## config.mk

```make
export PLATFORM = sky130hd
export DESIGN_NAME = mktd_decode
export DESIGN_NICKNAME = d
export VERILOG_FILES = /design/src/hw/rtl/mktd_pkg.sv /design/src/hw/rtl/mktd_decode.sv
export SDC_FILE = /design/constraint.sdc
export NUM_CORES = 1
export LEC_CHECK = 0
export BUFFER_PORTS_ARGS = -buffer_cell sky130_fd_sc_hd__buf_2
export CELL_PAD_IN_SITES_DETAIL_PLACEMENT = 0
export CELL_PAD_IN_SITES_GLOBAL_PLACEMENT = 1
export CORE_ASPECT_RATIO = 1.4
export CORE_UTILIZATION = 44
export DETAILED_ROUTE_END_ITERATION = 8
export MAX_ROUTING_LAYER = met4
export PLACE_DENSITY = 0.82
export SYNTH_ARGS = -nofsm -noshare
export SYNTH_HDL_FRONTEND = slang
export SYNTH_SLANG_ARGS = --single-unit
```

## constraint.sdc

```tcl
create_clock -name clock -period 8.4 [get_ports clock]
set_input_delay 1.68 -clock clock [delete_from_list [all_inputs] [get_ports clock]]
set_output_delay 1.68 -clock clock [all_outputs]
set_load 0.02 [all_outputs]
```

## src/hw/rtl/mktd_pkg.sv

```systemverilog
// Package for the morse key timing decoder: result types, codes, reset values
// and the character lookup tables. No dependencies.
`default_nettype none

package mktd_pkg;

   localparam int COUNT_BITS_DEF = 16;
   localparam int CFG_BITS       = 16;
   localparam int CSR_IDX_BITS   = 8;

   localparam logic [CFG_BITS-1:0] DAH_MIN_RST   = 16'd160;
   localparam logic [CFG_BITS-1:0] CHAR_GAP_RST  = 16'd200;
   localparam logic [CFG_BITS-1:0] WORD_GAP_RST  = 16'd500;

   localparam logic [CSR_IDX_BITS-1:0] CSR_DAH_MIN  = 8'd0;
   localparam logic [CSR_IDX_BITS-1:0] CSR_CHAR_GAP = 8'd1;
   localparam logic [CSR_IDX_BITS-1:0] CSR_WORD_GAP = 8'd2;

   localparam logic [1:0] KIND_CHAR    = 2'd0;
   localparam logic [1:0] KIND_SPACE   = 2'd1;
   localparam logic [1:0] KIND_CORRECT = 2'd2;

   localparam logic [7:0] ASCII_SPACE = 8'h20;
   localparam logic [7:0] ASCII_QUERY = 8'h3F;

   localparam logic [5:0] BRACKET_CODE = 6'd18;

   typedef struct packed {
      logic [CFG_BITS-1:0] dah_min;
      logic [CFG_BITS-1:0] char_gap;
      logic [CFG_BITS-1:0] word_gap;
   } cfg_type;

   typedef struct packed {
      logic [1:0] out_kind;
      logic [7:0] char_code;
      logic       last;
   } result_type;

   typedef struct packed {
      logic [1:0] count;
      result_type r0;
      result_type r1;
   } pair_type;

   function automatic logic [7:0] tern_lookup(input logic [6:0] code);
      logic [7:0] c;
      unique case (code)
         7'd1:  c = 8'h45;
         7'd2:  c = 8'h54;
         7'd4:  c = 8'h49;
         7'd5:  c = 8'h41;
         7'd7:  c = 8'h4E;
         7'd8:  c = 8'h4D;
         7'd13: c = 8'h53;
         7'd14: c = 8'h55;
         7'd16: c = 8'h52;
         7'd17: c = 8'h57;
         7'd22: c = 8'h44;
         7'd23: c = 8'h4B;
         7'd25: c = 8'h47;
         7'd26: c = 8'h4F;
         7'd40: c = 8'h48;
         7'd41: c = 8'h56;
         7'd43: c = 8'h46;
         7'd49: c = 8'h4C;
         7'd52: c = 8'h50;
         7'd53: c = 8'h4A;
         7'd67: c = 8'h42;
         7'd68: c = 8'h58;
         7'd70: c = 8'h43;
         7'd71: c = 8'h59;
         7'd76: c = 8'h5A;
         7'd77: c = 8'h51;
         default: c = ASCII_QUERY;
      endcase
      return c;
   endfunction

   function automatic logic [7:0] penta_lookup(input logic [4:0] code);
      logic [7:0] c;
      unique case (code)
         5'd0:  c = 8'h30;
         5'd1:  c = 8'h39;
         5'd3:  c = 8'h38;
         5'd7:  c = 8'h37;
         5'd13: c = 8'h2F;
         5'd15: c = 8'h36;
         5'd16: c = 8'h31;
         5'd24: c = 8'h32;
         5'd28: c = 8'h33;
         5'd30: c = 8'h34;
         5'd31: c = 8'h35;
         default: c = ASCII_QUERY;
      endcase
      return c;
   endfunction

   function automatic logic [7:0] hexa_lookup(input logic [5:0] code);
      logic [7:0] c;
      unique case (code)
         6'd12: c = 8'h2C;
         6'd18: c = 8'h28;
         6'd19: c = 8'h29;
         6'd20: c = 8'h21;
         6'd21: c = 8'h3B;
         6'd33: c = 8'h27;
         6'd37: c = 8'h40;
         6'd42: c = 8'h2E;
         6'd50: c = 8'h5F;
         6'd63: c = 8'h0A;
         default: c = ASCII_QUERY;
      endcase
      return c;
   endfunction

endpackage

`default_nettype wire

```

## src/hw/rtl/mktd_decode.sv

```systemverilog
// Key timing state and character decode: one tick per step, up to two results.
// Depends on mktd_pkg.
`default_nettype none

module mktd_decode import mktd_pkg::*; #(
   parameter int COUNT_BITS = COUNT_BITS_DEF
) (
   input  logic     clock,
   input  logic     reset,
   input  logic     step,
   input  logic     key_down,
   input  cfg_type  cfg,
   output pair_type pair
);

   localparam int CMP_BITS = (COUNT_BITS > CFG_BITS) ? COUNT_BITS : CFG_BITS;
   localparam logic [COUNT_BITS-1:0] CNT_MAX = '1;

   logic                  key_held_ff, key_held_in;
   logic [COUNT_BITS-1:0] press_ff, press_in;
   logic [COUNT_BITS-1:0] idle_ff, idle_in;
   logic [2:0]            elem_ff, elem_in;
   logic [6:0]            tern_ff, tern_in;
   logic [5:0]            bin_ff, bin_in;
   logic                  space_done_ff, space_done_in;
   logic                  phase_ff, phase_in;

   logic [2:0] elem_n;
   logic [6:0] tern_n;
   logic [5:0] bin_n;
   logic       sd_n;
   logic       dah;
   logic       check;
   logic       char_hit;
   logic       space_hit;
   logic       bracket;
   result_type char_res;
   result_type space_res;

   always_comb begin
      key_held_in = key_held_ff;
      press_in    = press_ff;
      idle_in     = idle_ff;
      elem_n      = elem_ff;
      tern_n      = tern_ff;
      bin_n       = bin_ff;
      sd_n        = space_done_ff;
      dah         = CMP_BITS'(press_ff) >= CMP_BITS'(cfg.dah_min);

      if (key_down) begin
         key_held_in = 1'b1;
         if (!key_held_ff) begin
            press_in = COUNT_BITS'(1);
         end else if (press_ff != CNT_MAX) begin
            press_in = press_ff + COUNT_BITS'(1);
         end
      end else if (key_held_ff) begin
         key_held_in = 1'b0;
         if (elem_ff < 3'd4) begin
            tern_n = {tern_ff[5:0], 1'b0} + tern_ff + (dah ? 7'd2 : 7'd1);
         end
         if (elem_ff < 3'd6) begin
            bin_n = {bin_ff[4:0], ~dah};
         end
         if (elem_ff != 3'd7) begin
            elem_n = elem_ff + 3'd1;
         end
         sd_n     = 1'b0;
         idle_in  = '0;
         press_in = '0;
      end else if (idle_ff != CNT_MAX) begin
         idle_in = idle_ff + COUNT_BITS'(1);
      end

      check     = !key_held_in && (elem_n != 3'd0 || !sd_n);
      char_hit  = check && elem_n != 3'd0 && CMP_BITS'(idle_in) > CMP_BITS'(cfg.char_gap);
      space_hit = check && CMP_BITS'(idle_in) > CMP_BITS'(cfg.word_gap);
      bracket   = elem_n == 3'd6 && bin_n == BRACKET_CODE;

      char_res.out_kind = KIND_CHAR;
      char_res.last     = !space_hit;
      case (elem_n)
         3'd5:    char_res.char_code = penta_lookup(bin_n[4:0]);
         3'd6:    char_res.char_code = hexa_lookup(bracket ? bin_n + {5'd0, phase_ff} : bin_n);
         3'd7: begin
            char_res.out_kind  = KIND_CORRECT;
            char_res.char_code = 8'd0;
         end
         default: char_res.char_code = tern_lookup(tern_n);
      endcase

      space_res.out_kind  = KIND_SPACE;
      space_res.char_code = ASCII_SPACE;
      space_res.last      = 1'b1;

      elem_in       = char_hit ? 3'd0 : elem_n;
      tern_in       = char_hit ? 7'd0 : tern_n;
      bin_in        = char_hit ? 6'd0 : bin_n;
      space_done_in = space_hit ? 1'b1 : sd_n;
      phase_in      = phase_ff ^ (char_hit && bracket);

      pair.count = {1'b0, char_hit} + {1'b0, space_hit};
      pair.r0    = char_hit ? char_res : space_res;
      pair.r1    = space_res;
   end

   always_ff @(posedge clock) begin
      if (reset) begin
         key_held_ff   <= 1'b0;
         press_ff      <= '0;
         idle_ff       <= '0;
         elem_ff       <= 3'd0;
         tern_ff       <= 7'd0;
         bin_ff        <= 6'd0;
         space_done_ff <= 1'b1;
         phase_ff      <= 1'b0;
      end else if (step) begin
         key_held_ff   <= key_held_in;
         press_ff      <= press_in;
         idle_ff       <= idle_in;
         elem_ff       <= elem_in;
         tern_ff       <= tern_in;
         bin_ff        <= bin_in;
         space_done_ff <= space_done_in;
         phase_ff      <= phase_in;
      end
   end

endmodule

`default_nettype wire

```

==> results of run 1 <==
[cells in the mapped netlist, drive strengths merged, types with 9 or more instances]
cell type	number
nor2	95
clkbuf	29
ha	79
a31oi	14
a21o	13
buf	29
a21oi	67
xor2	19
o21ai	44
inv	68
xnor2	15
dfxtp	51
nand2	95
nor3	35
nand4	22
nand3	38
mux2i	9
[layout make-up]
type	count	share of cell area, %
Multi-Input combinational cell	708	69.15
Clock inverter	2	0.2413
Tap cell	182	3.379
Timing Repair Buffer	77	6.237
Sequential cell	51	15.15
Inverter	68	3.787
Clock buffer	6	2.061
[final timing paths]
kind	endpoint	slack (ns)	cells after the start
max	pair[14]	0.46	18
min	tern_ff[6]	0.49	2
min reg2reg	tern_ff[6]	0.49	2
max reg2reg	phase_ff	3.81	17
[cell families (layout without fill, tap and decap cells)]
kind of cell               Yosys count  count (layout)  synth area share, %
adders and majority gates           81              81                16.60
muxes                               10              10                1.696
AOI/OAI and AO/OA                  230             230                24.86
and+or+nand+nor                    341             341                26.47
buffers and inverters              126             153                8.966
other                                2              12               0.1212
xor gates and xnor gates            34              34                4.806
DFF                                 51              51                16.48
[stage by stage]
stage               util, %  cells  hold WS [ns]
floorplan                 -    885        0.4536
global placement      48.51   1086        0.4761
detailed placement    48.51   1086        0.4899
CTS                   49.65   1094        0.4998
global route          49.65   1094        0.5137
finish                49.65   1094        0.4888
[worst min-delay path: cells and delay by family (launching register included)]
family          cells  cell delay [ns]
flops               1             0.33
simple gates        1             0.06
compound gates      1             0.05
[where the power goes]
group          internal, mW  switching, mW  total [mW]  leakage (nW)
Sequential            0.244        0.00235       0.246         0.411
Clock                 0.119         0.0947       0.214        0.0731
Combinational        0.0383         0.0663       0.105          2.54
Total                 0.401          0.163       0.564          3.03
[routing by layer]
layer | up-vias | track usage [%] | wire length [um]
li1 | 3207 | - | -
met1 | 2925 | 27.96 | 7140
met2 | 124 | 42.03 | 8662
met3 | 31 | 2.308 | 530
met4 | 0 | 8.271 | 452
met5 | - | - | 0
[sequential cells by signal, summed over array words and instances (netlist names)]
name / flops
tern_ff: 7
phase_ff: 1
bin_ff: 6
space_done_ff: 1
elem_ff: 3
key_held_ff: 1
press_ff: 16
idle_ff: 16
==> impl_metrics.ini, run 1 <==
[global_routing]
grt_antenna_before_repair = 0
grt_pass1_vias = 5699
globalRouteOverflowTotal = 0
grt_pass1_wl_um = 27130
grt_start_max_net_pins = 33
grtUsageTotal_pct = 23.91

[detailed_routing]
drt-pass1-iter-count = 5
drc_errors = 0
drtAntennaViolNets = 0
detail_route.wirelength_um = 16790
vias_per_cell = 5.747
avgRoutedWirePerCell_um = 15.34
vias = 6287
detailedRoute.firstIterationViolations = 174

[synth]
yosysUniqueCellTypes = 84
synthTopCellsByArea = dfxtp_1, ha_1, nand2_1
postSynthAreaPerCell_um2 = 7.081
ys_ff_latch = 51
synth_area_leader_cell = dfxtp_1
ys.warnings.count = 0
synth-async-reset-ratio_pct = 0
synth-edff-count = 0
synth_ff_type = dfxtp_1
post_synth_inst_count = 875
post-synth-top-area-fraction_pct = 16.48
synth.cell_area_um2 = 6196
ys_seq_area_share_pct = 16.48

[cts]
cts-htree-levels = 2
post-cts-setup-buffers = 0
ctsResizeCount = 0
cts_buffers = 5
clock_path_buffers = 2
hold_buffers = 0
cts_tree = done
ctsRootBufferMaster = clkbuf_16
worstSkewPairLatency_ns = 0.29
clk_sink_count = 51
clock_input_transition_at_the_sequential_cells_of_the_worst_setup_and_hold_paths_ns = 0.07

[timing]
min_period_ns = 7.936
final_hold_violation_count = 0
timing.final.max_slew_violations = 0
tightestPinTransition_ns = 1.015
max_slew_margin_pct = 31.86
setup_total_negative_slack_ns = 0
unrepaired_setup_endpoints_after_global_routing = false
post-route-worst-setup-slack_ns = 0.4639
final-setup-viol-count = 0
fin_worst_skew_ns = 0.004732
min_period_over_period_pct = 94.48
max_freq_mhz = 126.0

[worst_setup_path]
critical_path.max_fanout = 8
family_with_the_most_delay_on_the_worst_path = compound AO/OA/AOI/OAI gates
cp_data_arrival_time_ns = 6.26
crit_type = in -> out
cp_cell_sequence = buf_2 > ha_1 > nand2b_1 > a2111o_1 > nand3_1 > and3_1 > inv_1 > fa_1 > ha_1 > inv_1 > fa_1 > nand2b_1 > a2111oi_1 > a221o_1 > a221oi_1 > a2111oi_0 > a2111oi_2 > buf_2
timing.critical_path.slowest_cell_delay_ns = 0.64
worstSetupStartpointType = input port
critical_path.slowest_cell = a2111oi_0
cp-end-kind = primary output
worstPathBufferInverterCount = 4
critical_path.startpoint = cfg[32]
timing.critical_path.required_ns = 6.72
regToRegStartpoint = idle_ff[3]

[place]
placement.cell_area_um2 = 6585
place.port_buffers = 63
post-place-ws_ns = 0.4782
place.gp.congestion = 0.8471
hpwlAfterDp_um = 13000

[outcome]
outcome = completed

[final_layout]
footprint_of_the_flip_flops_and_latches_um2 = 1021
layout.nets = 1044
stdcell_area_um2 = 6740
multi_input_area_um2 = 4661
num-fill-cells = 1447
mostFrequentLayoutCells = nand2_1, nor2_1, ha_1
area_delta_synth_final_pct = 8.784
n_antenna_cell = 0
final_layout_size_suffix_gt1_share_pct = 11.73

[floorplan]
die_y_um = 142.4
placeable_area_um2 = 13580
floorplan.die_area_um2 = 14570
die_x_um = 102.3
io-pin-count = 76
start_util_pct = 45.64
num_rows = 50

[power]
fin_total_pwr_mw = 0.5644
power.ir.vdd_worst_uv = 79.98
total_leakage_power_nw = 3.026
power-per-cell-area_nw_per_um2 = 83.74

[worst_hold_path]
timing.hold.worst.class = reg -> reg
worstHoldStart = tern_ff[6]

[flow_run]
max_cap_violations = 0
No activity file was read; power rests on OpenSTA's default activity.
==> run 2: changes to the inputs <==
--- a/config.mk
+++ b/config.mk
@@ -9,10 +9,10 @@
 export CELL_PAD_IN_SITES_DETAIL_PLACEMENT = 0
 export CELL_PAD_IN_SITES_GLOBAL_PLACEMENT = 1
 export CORE_ASPECT_RATIO = 1.4
-export CORE_UTILIZATION = 44
+export CORE_UTILIZATION = 30
 export DETAILED_ROUTE_END_ITERATION = 8
 export MAX_ROUTING_LAYER = met4
-export PLACE_DENSITY = 0.82
+export PLACE_DENSITY = 0.59
 export SYNTH_ARGS = -nofsm -noshare
 export SYNTH_HDL_FRONTEND = slang
 export SYNTH_SLANG_ARGS = --single-unit
==> run 2 against run 1 <==
First-iteration DRC count up 64%. Non-clock buffer count up 1. Maximum frequency down 1.5%. Critical path type unchanged. Critical endpoint unchanged. Largest cell class unchanged.
==> impl_metrics.ini, run 2 (same netlist as run 1, synthesis figures left out) <==
[power]
power.clock.fraction_pct = 41.3
total_leakage_power_nw = 3.048
power.ir.vdd_worst_uv = 82.79
power.internal_mw = 0.4318
power-per-cell-area_nw_per_um2 = 87.90
seq_power_share_pct = 40.8
p_switching_mw = 0.1715
p_sw_share_pct = 28.42
power_frac_comb_pct = 18.0

[place]
hpwlAfterDp_um = 14730
placedCellCount = 1157
placement.cell_area_um2 = 6680
post-place-ws_ns = 0.2939
place.gp.congestion = 0.8798
place.port_buffers = 63

[timing]
final-setup-viol-count = 0
min_period_over_period_pct = 95.89
max_slew_margin_pct = 32.85
unrepaired_setup_endpoints_after_global_routing = false
final_hold_violation_count = 0
tightestPinTransition_ns = 1.000
post-route-worst-setup-slack_ns = 0.3451
timing.hold.ws_ns = 0.4856
min_period_ns = 8.055
timing.final.max_slew_violations = 0
fin_worst_skew_ns = 0.004235
setup_total_negative_slack_ns = 0
max_freq_mhz = 124.1

[worst_setup_path]
critical_path.slowest_cell = a2111oi_0
crit_type = in -> out
worstSetupStartpointType = input port
r2r-end = phase_ff
critical_path.max_fanout = 14
worst_r2r_path_depth = 17
regToRegStartpoint = idle_ff[3]
timing.critical_path.required_ns = 6.72
worst-r2r-setup-slack_ns = 3.67
cp_cell_sequence = buf_2 > ha_1 > nand2b_1 > a2111o_1 > nand3_1 > and3_1 > inv_1 > fa_1 > ha_1 > inv_1 > fa_1 > xnor2_1 > mux2_2 > nand2_1 > o21ai_0 > a221oi_1 > a2111oi_0 > buf_4 > a2111oi_2 > buf_2
cp-end-kind = primary output
timing.critical_path.slowest_cell_delay_ns = 0.58
cp_data_arrival_time_ns = 6.37

[detailed_routing]
drc_errors = 0
vias_per_cell = 5.353
drt-pass1-iter-count = 5
detail_route.wirelength_um = 18950
drtAntennaViolNets = 0
avgRoutedWirePerCell_um = 16.26
detailedRoute.firstIterationViolations = 286
vias = 6236

[floorplan]
die_x_um = 123.5
io-pin-count = 76
num_rows = 61
start_util_pct = 30.87
placeable_area_um2 = 20070
die_y_um = 172.0
floorplan.die_area_um2 = 21240

[final_layout]
multi_input_area_um2 = 4669
final_layout_size_suffix_gt1_share_pct = 12.05
instances_no_fill = 1165
num-fill-cells = 2237
largest_registers = idle_ff x16, press_ff x16, tern_ff x7
n_antenna_cell = 0
area_delta_synth_final_pct = 10.76
layout.nets = 1045
stdcell_area_um2 = 6863
mostFrequentLayoutCells = nand2_1, nor2_1, ha_1
footprint_of_the_flip_flops_and_latches_um2 = 1021

[cts]
ctsResizeCount = 0
hold_buffers = 0
clock_path_buffers = 2
cts-htree-levels = 2
ctsRootBufferMaster = clkbuf_16
cts_buffers = 5
clock_input_transition_at_the_sequential_cells_of_the_worst_setup_and_hold_paths_ns = 0.07
worstSkewPairLatency_ns = 0.30
cts_tree = done
clk_sink_count = 51
post-cts-setup-buffers = 0

[global_routing]
globalRouteOverflowTotal = 0
grtUsageTotal_pct = 18.87
grtUsageMet2_pct = 35.32
grt_pass1_wl_um = 30730
grt_pass1_vias = 5979
gr-usage-met1_pct = 21.13
grt_antenna_before_repair = 0
gr-usage-met3_pct = 1.286
grt_start_max_net_pins = 32
grt-busiest-layer = met2

[outcome]
outcome = completed

[flow_run]
max_cap_violations = 0

[worst_hold_path]
timing.hold.worst.class = reg -> reg
whs_endpoint = tern_ff[6]
worstHoldStart = tern_ff[6]
timing.hold.worst_path_depth = 2
==> run 2: power by group through the flow <==
stage	clock (mW)	combinational, mW	sequential, mW
finish	0.249	0.108	0.246
global route	0.265	0.123	0.246
CTS	0.257	0.110	0.246
detailed placement	0	0.109	0.252
global placement	0	0.110	0.252
floorplan	0	0.0765	0.251
==> run 2: worst max-delay path by stage <==
stage	cells after the start	from	slack, ns	end
after floorplan	20	cfg[32]	0.78	pair[18]
after global placement	20	cfg[32]	0.32	pair[14]
after detailed placement	20	cfg[32]	0.29	pair[14]
after CTS	20	cfg[32]	0.26	pair[14]
after global routing	20	cfg[32]	0.04	pair[14]
final	20	cfg[32]	0.35	pair[14]
==> run 2: through the flow <==
stage / power (mW) / util [%]
2_1_floorplan: 0.3272 / -
3_3_place_gp: 0.3618 / 33.28
3_5_place_dp: 0.3606 / 33.28
4_1_cts: 0.6127 / 34.15
5_1_grt: 0.6343 / 34.19
6_report: 0.6033 / 34.19
==> run 2: final cells by class <==
cell class              instances  share of cell area (%)
well taps                     252                   4.594
flip-flops and latches         51                   14.88
repair buffers                 78                   6.235
multi-input cells             708                   68.04
clock buffers                   6                   2.024
inverters                      68                   3.719
clock inverters                 2                  0.5105
==> run 2: critical path, delay by kind of cell <==
kind | cells | cell delay [ns]
muxes | 1 | 0.40
buffers and inverters | 5 | 0.63
AOI/OAI and AO/OA | 5 | 1.29
xor gates and xnor gates | 1 | 0.33
adders and majority gates | 4 | 1.34
and+or+nand+nor | 4 | 0.68
==> run 2: routing by layer <==
metal	vias to the layer above	share of wire [%]
li1	3204	-
met1	2882	43
met2	124	53
met3	26	2.3
met4	0	2.1
met5	-	0
==> run 3: changes to the inputs <==
--- a/config.mk
+++ b/config.mk
@@ -9,6 +9,7 @@
 export CELL_PAD_IN_SITES_DETAIL_PLACEMENT = 0
 export CELL_PAD_IN_SITES_GLOBAL_PLACEMENT = 1
 export CORE_ASPECT_RATIO = 1.4
+export CORE_MARGIN = 4
 export CORE_UTILIZATION = 30
 export DETAILED_ROUTE_END_ITERATION = 8
 export MAX_ROUTING_LAYER = met4
==> run 3 against run 2 <==
Sequential power about the same. Maximum frequency increased by 1.2%. Final cell count increased by 0.26%. Count of clock-buffer cells in the layout decreased by 1. Design area about the same. Clock skew increased by 0.010 ns. Routed wire length increased by 0.46%. Worst setup slack improved by 0.093 ns. Worst hold slack got worse by 0.0058 ns. Clock power decreased by 12%. Non-clock buffer count increased by 3.
==> impl_metrics.ini, run 3 (same netlist as run 1, synthesis figures left out) <==
[outcome]
outcome = completed

[power]
power.ir.vdd_worst_uv = 83.11
power.internal_mw = 0.3984
power_frac_comb_pct = 18.9
power.clock.fraction_pct = 38.3
p_sw_share_pct = 30.54
seq_power_share_pct = 42.8
power-per-cell-area_nw_per_um2 = 83.61
p_switching_mw = 0.1752
total_leakage_power_nw = 3.051

[worst_hold_path]
timing.hold.worst_path_depth = 2
worstHoldStart = tern_ff[6]
timing.hold.worst.class = reg -> reg
whs_endpoint = tern_ff[6]

[final_layout]
area_delta_synth_final_pct = 10.72
multi_input_area_um2 = 4664
footprint_of_the_flip_flops_and_latches_um2 = 1021
n_antenna_cell = 0
mostFrequentLayoutCells = nand2_1, nor2_1, ha_1
final_layout_size_suffix_gt1_share_pct = 12.12
largest_registers = idle_ff x16, press_ff x16, tern_ff x7
layout.nets = 1048
num-fill-cells = 2230

[detailed_routing]
drtAntennaViolNets = 0
vias_per_cell = 5.404
drc_errors = 0
avgRoutedWirePerCell_um = 16.30
detailedRoute.firstIterationViolations = 341
detail_route.wirelength_um = 19030
vias = 6312
drt-pass1-iter-count = 5

[global_routing]
grtUsageTotal_pct = 16.85
globalRouteOverflowTotal = 0
grt_start_max_net_pins = 29
grt_antenna_before_repair = 0
grt_pass1_wl_um = 30740
grt_pass1_vias = 6163

[worst_setup_path]
crit_type = in -> out
critical_path.max_fanout = 4
r2r-end = phase_ff
regToRegStartpoint = idle_ff[3]
worst-r2r-setup-slack_ns = 3.74
worstSetupStartpointType = input port
cp-end-kind = primary output
timing.critical_path.required_ns = 6.72
cp_data_arrival_time_ns = 6.28
worst_r2r_path_depth = 17

[place]
place.port_buffers = 63
place.gp.congestion = 0.8525
post-place-ws_ns = 0.3492
hpwlAfterDp_um = 14930

[floorplan]
die_x_um = 129.5
start_util_pct = 30.87
die_y_um = 178.0
io-pin-count = 76
placeable_area_um2 = 20070
num_rows = 61
floorplan.die_area_um2 = 23050

[timing]
final_hold_violation_count = 0
min_period_over_period_pct = 94.78
timing.final.max_slew_violations = 0
max_slew_margin_pct = 37.97
max_freq_mhz = 125.6
final-setup-viol-count = 0
fin_worst_skew_ns = 0.01457
min_period_ns = 7.961
unrepaired_setup_endpoints_after_global_routing = false
post-route-worst-setup-slack_ns = 0.4385
tightestPinTransition_ns = 0.9238
setup_total_negative_slack_ns = 0

[cts]
cts_buffers = 5
ctsRootBufferMaster = clkbuf_16
post-cts-setup-buffers = 0
clock_path_buffers = 2
worstSkewPairLatency_ns = 0.30
clock_input_transition_at_the_sequential_cells_of_the_worst_setup_and_hold_paths_ns = 0.07
cts-htree-levels = 2
clk_sink_count = 51
cts_tree = done

[flow_run]
max_cap_violations = 0
## run 3: cell count changes in the layout (fill, tap and decap cells not counted), sizes merged
| cell | previous run | this run |
|---|---|---|
| buf | 78 | 81 |
| bufinv | 1 | 0 |
| clkbuf | 6 | 5 |
| clkinv | 1 | 0 |
| inv | 68 | 71 |
## run 3: metrics by stage
step	power [mW]	instance area [um^2]	utilization, %	std cells	hold WS, ns
after floorplan	0.3272	6233	-	885	0.4536
after global placement	0.3616	6703	33.39	1160	0.4658
after detailed placement	0.3607	6703	33.39	1160	0.4709
after CTS	0.5820	6857	34.16	1168	0.4825
after global routing	0.6037	6860	34.18	1168	0.5050
final	0.5736	6860	34.18	1168	0.4798
## run 3: worst max-delay path by stage
stage | cells after the start | to | start
after floorplan | 20 | pair[18] | cfg[32]
after global placement | 20 | pair[14] | cfg[32]
after detailed placement | 20 | pair[14] | cfg[32]
after CTS | 20 | pair[14] | cfg[32]
after global routing | 20 | pair[18] | cfg[32]
final | 20 | pair[15] | cfg[32]
## run 3: what timing repair did
| item | CTS | global route |
|---|---|---|
| resized for setup | 0 | 1 |
| hold buffers | 0 | 0 |
| endpoints found under the setup margin | 0 | 1 |
## run 3: cell type report
type                    instances  share of cell area [%]
multi-input cells             708                   67.99
repair buffers                 81                   6.566
flip-flops and latches         51                   14.88
clock inverters                 3                  0.4195
clock buffers                   5                   1.824
well taps                     252                   4.596
inverters                      68                   3.721
## run 3: power groups by stage
stage	Combinational (mW)	Sequential (mW)	Clock, mW
2_1_floorplan	0.0765	0.251	0
3_3_place_gp	0.110	0.252	0
3_5_place_dp	0.109	0.251	0
4_1_cts	0.110	0.246	0.227
5_1_grt	0.124	0.246	0.234
6_report	0.108	0.246	0.220
## run 3: critical path, stage by stage
cell and delay, ns:
buf_2 0.10, ha_1 0.27, nand2b_1 0.14, a2111o_1 0.40, nand3_1 0.07, and3_1 0.29, inv_1 0.09, fa_1 0.50
ha_1 0.19, inv_1 0.06, fa_1 0.39, nand2b_1 0.18, a21o_1 0.18, a221oi_1 0.36, nand2_1 0.21, a311oi_1 0.36
nor4_1 0.10, a311o_1 0.36, a31oi_1 0.16, buf_2 0.19
## run 3: metal layers
| metal | global-route usage [%] | wire length (um) |
|---|---|---|
| met1 | 19.07 | 7761 |
| met2 | 30.82 | 10080 |
| met3 | 1.528 | 627 |
| met4 | 5.806 | 561 |
| met5 | - | 0 |
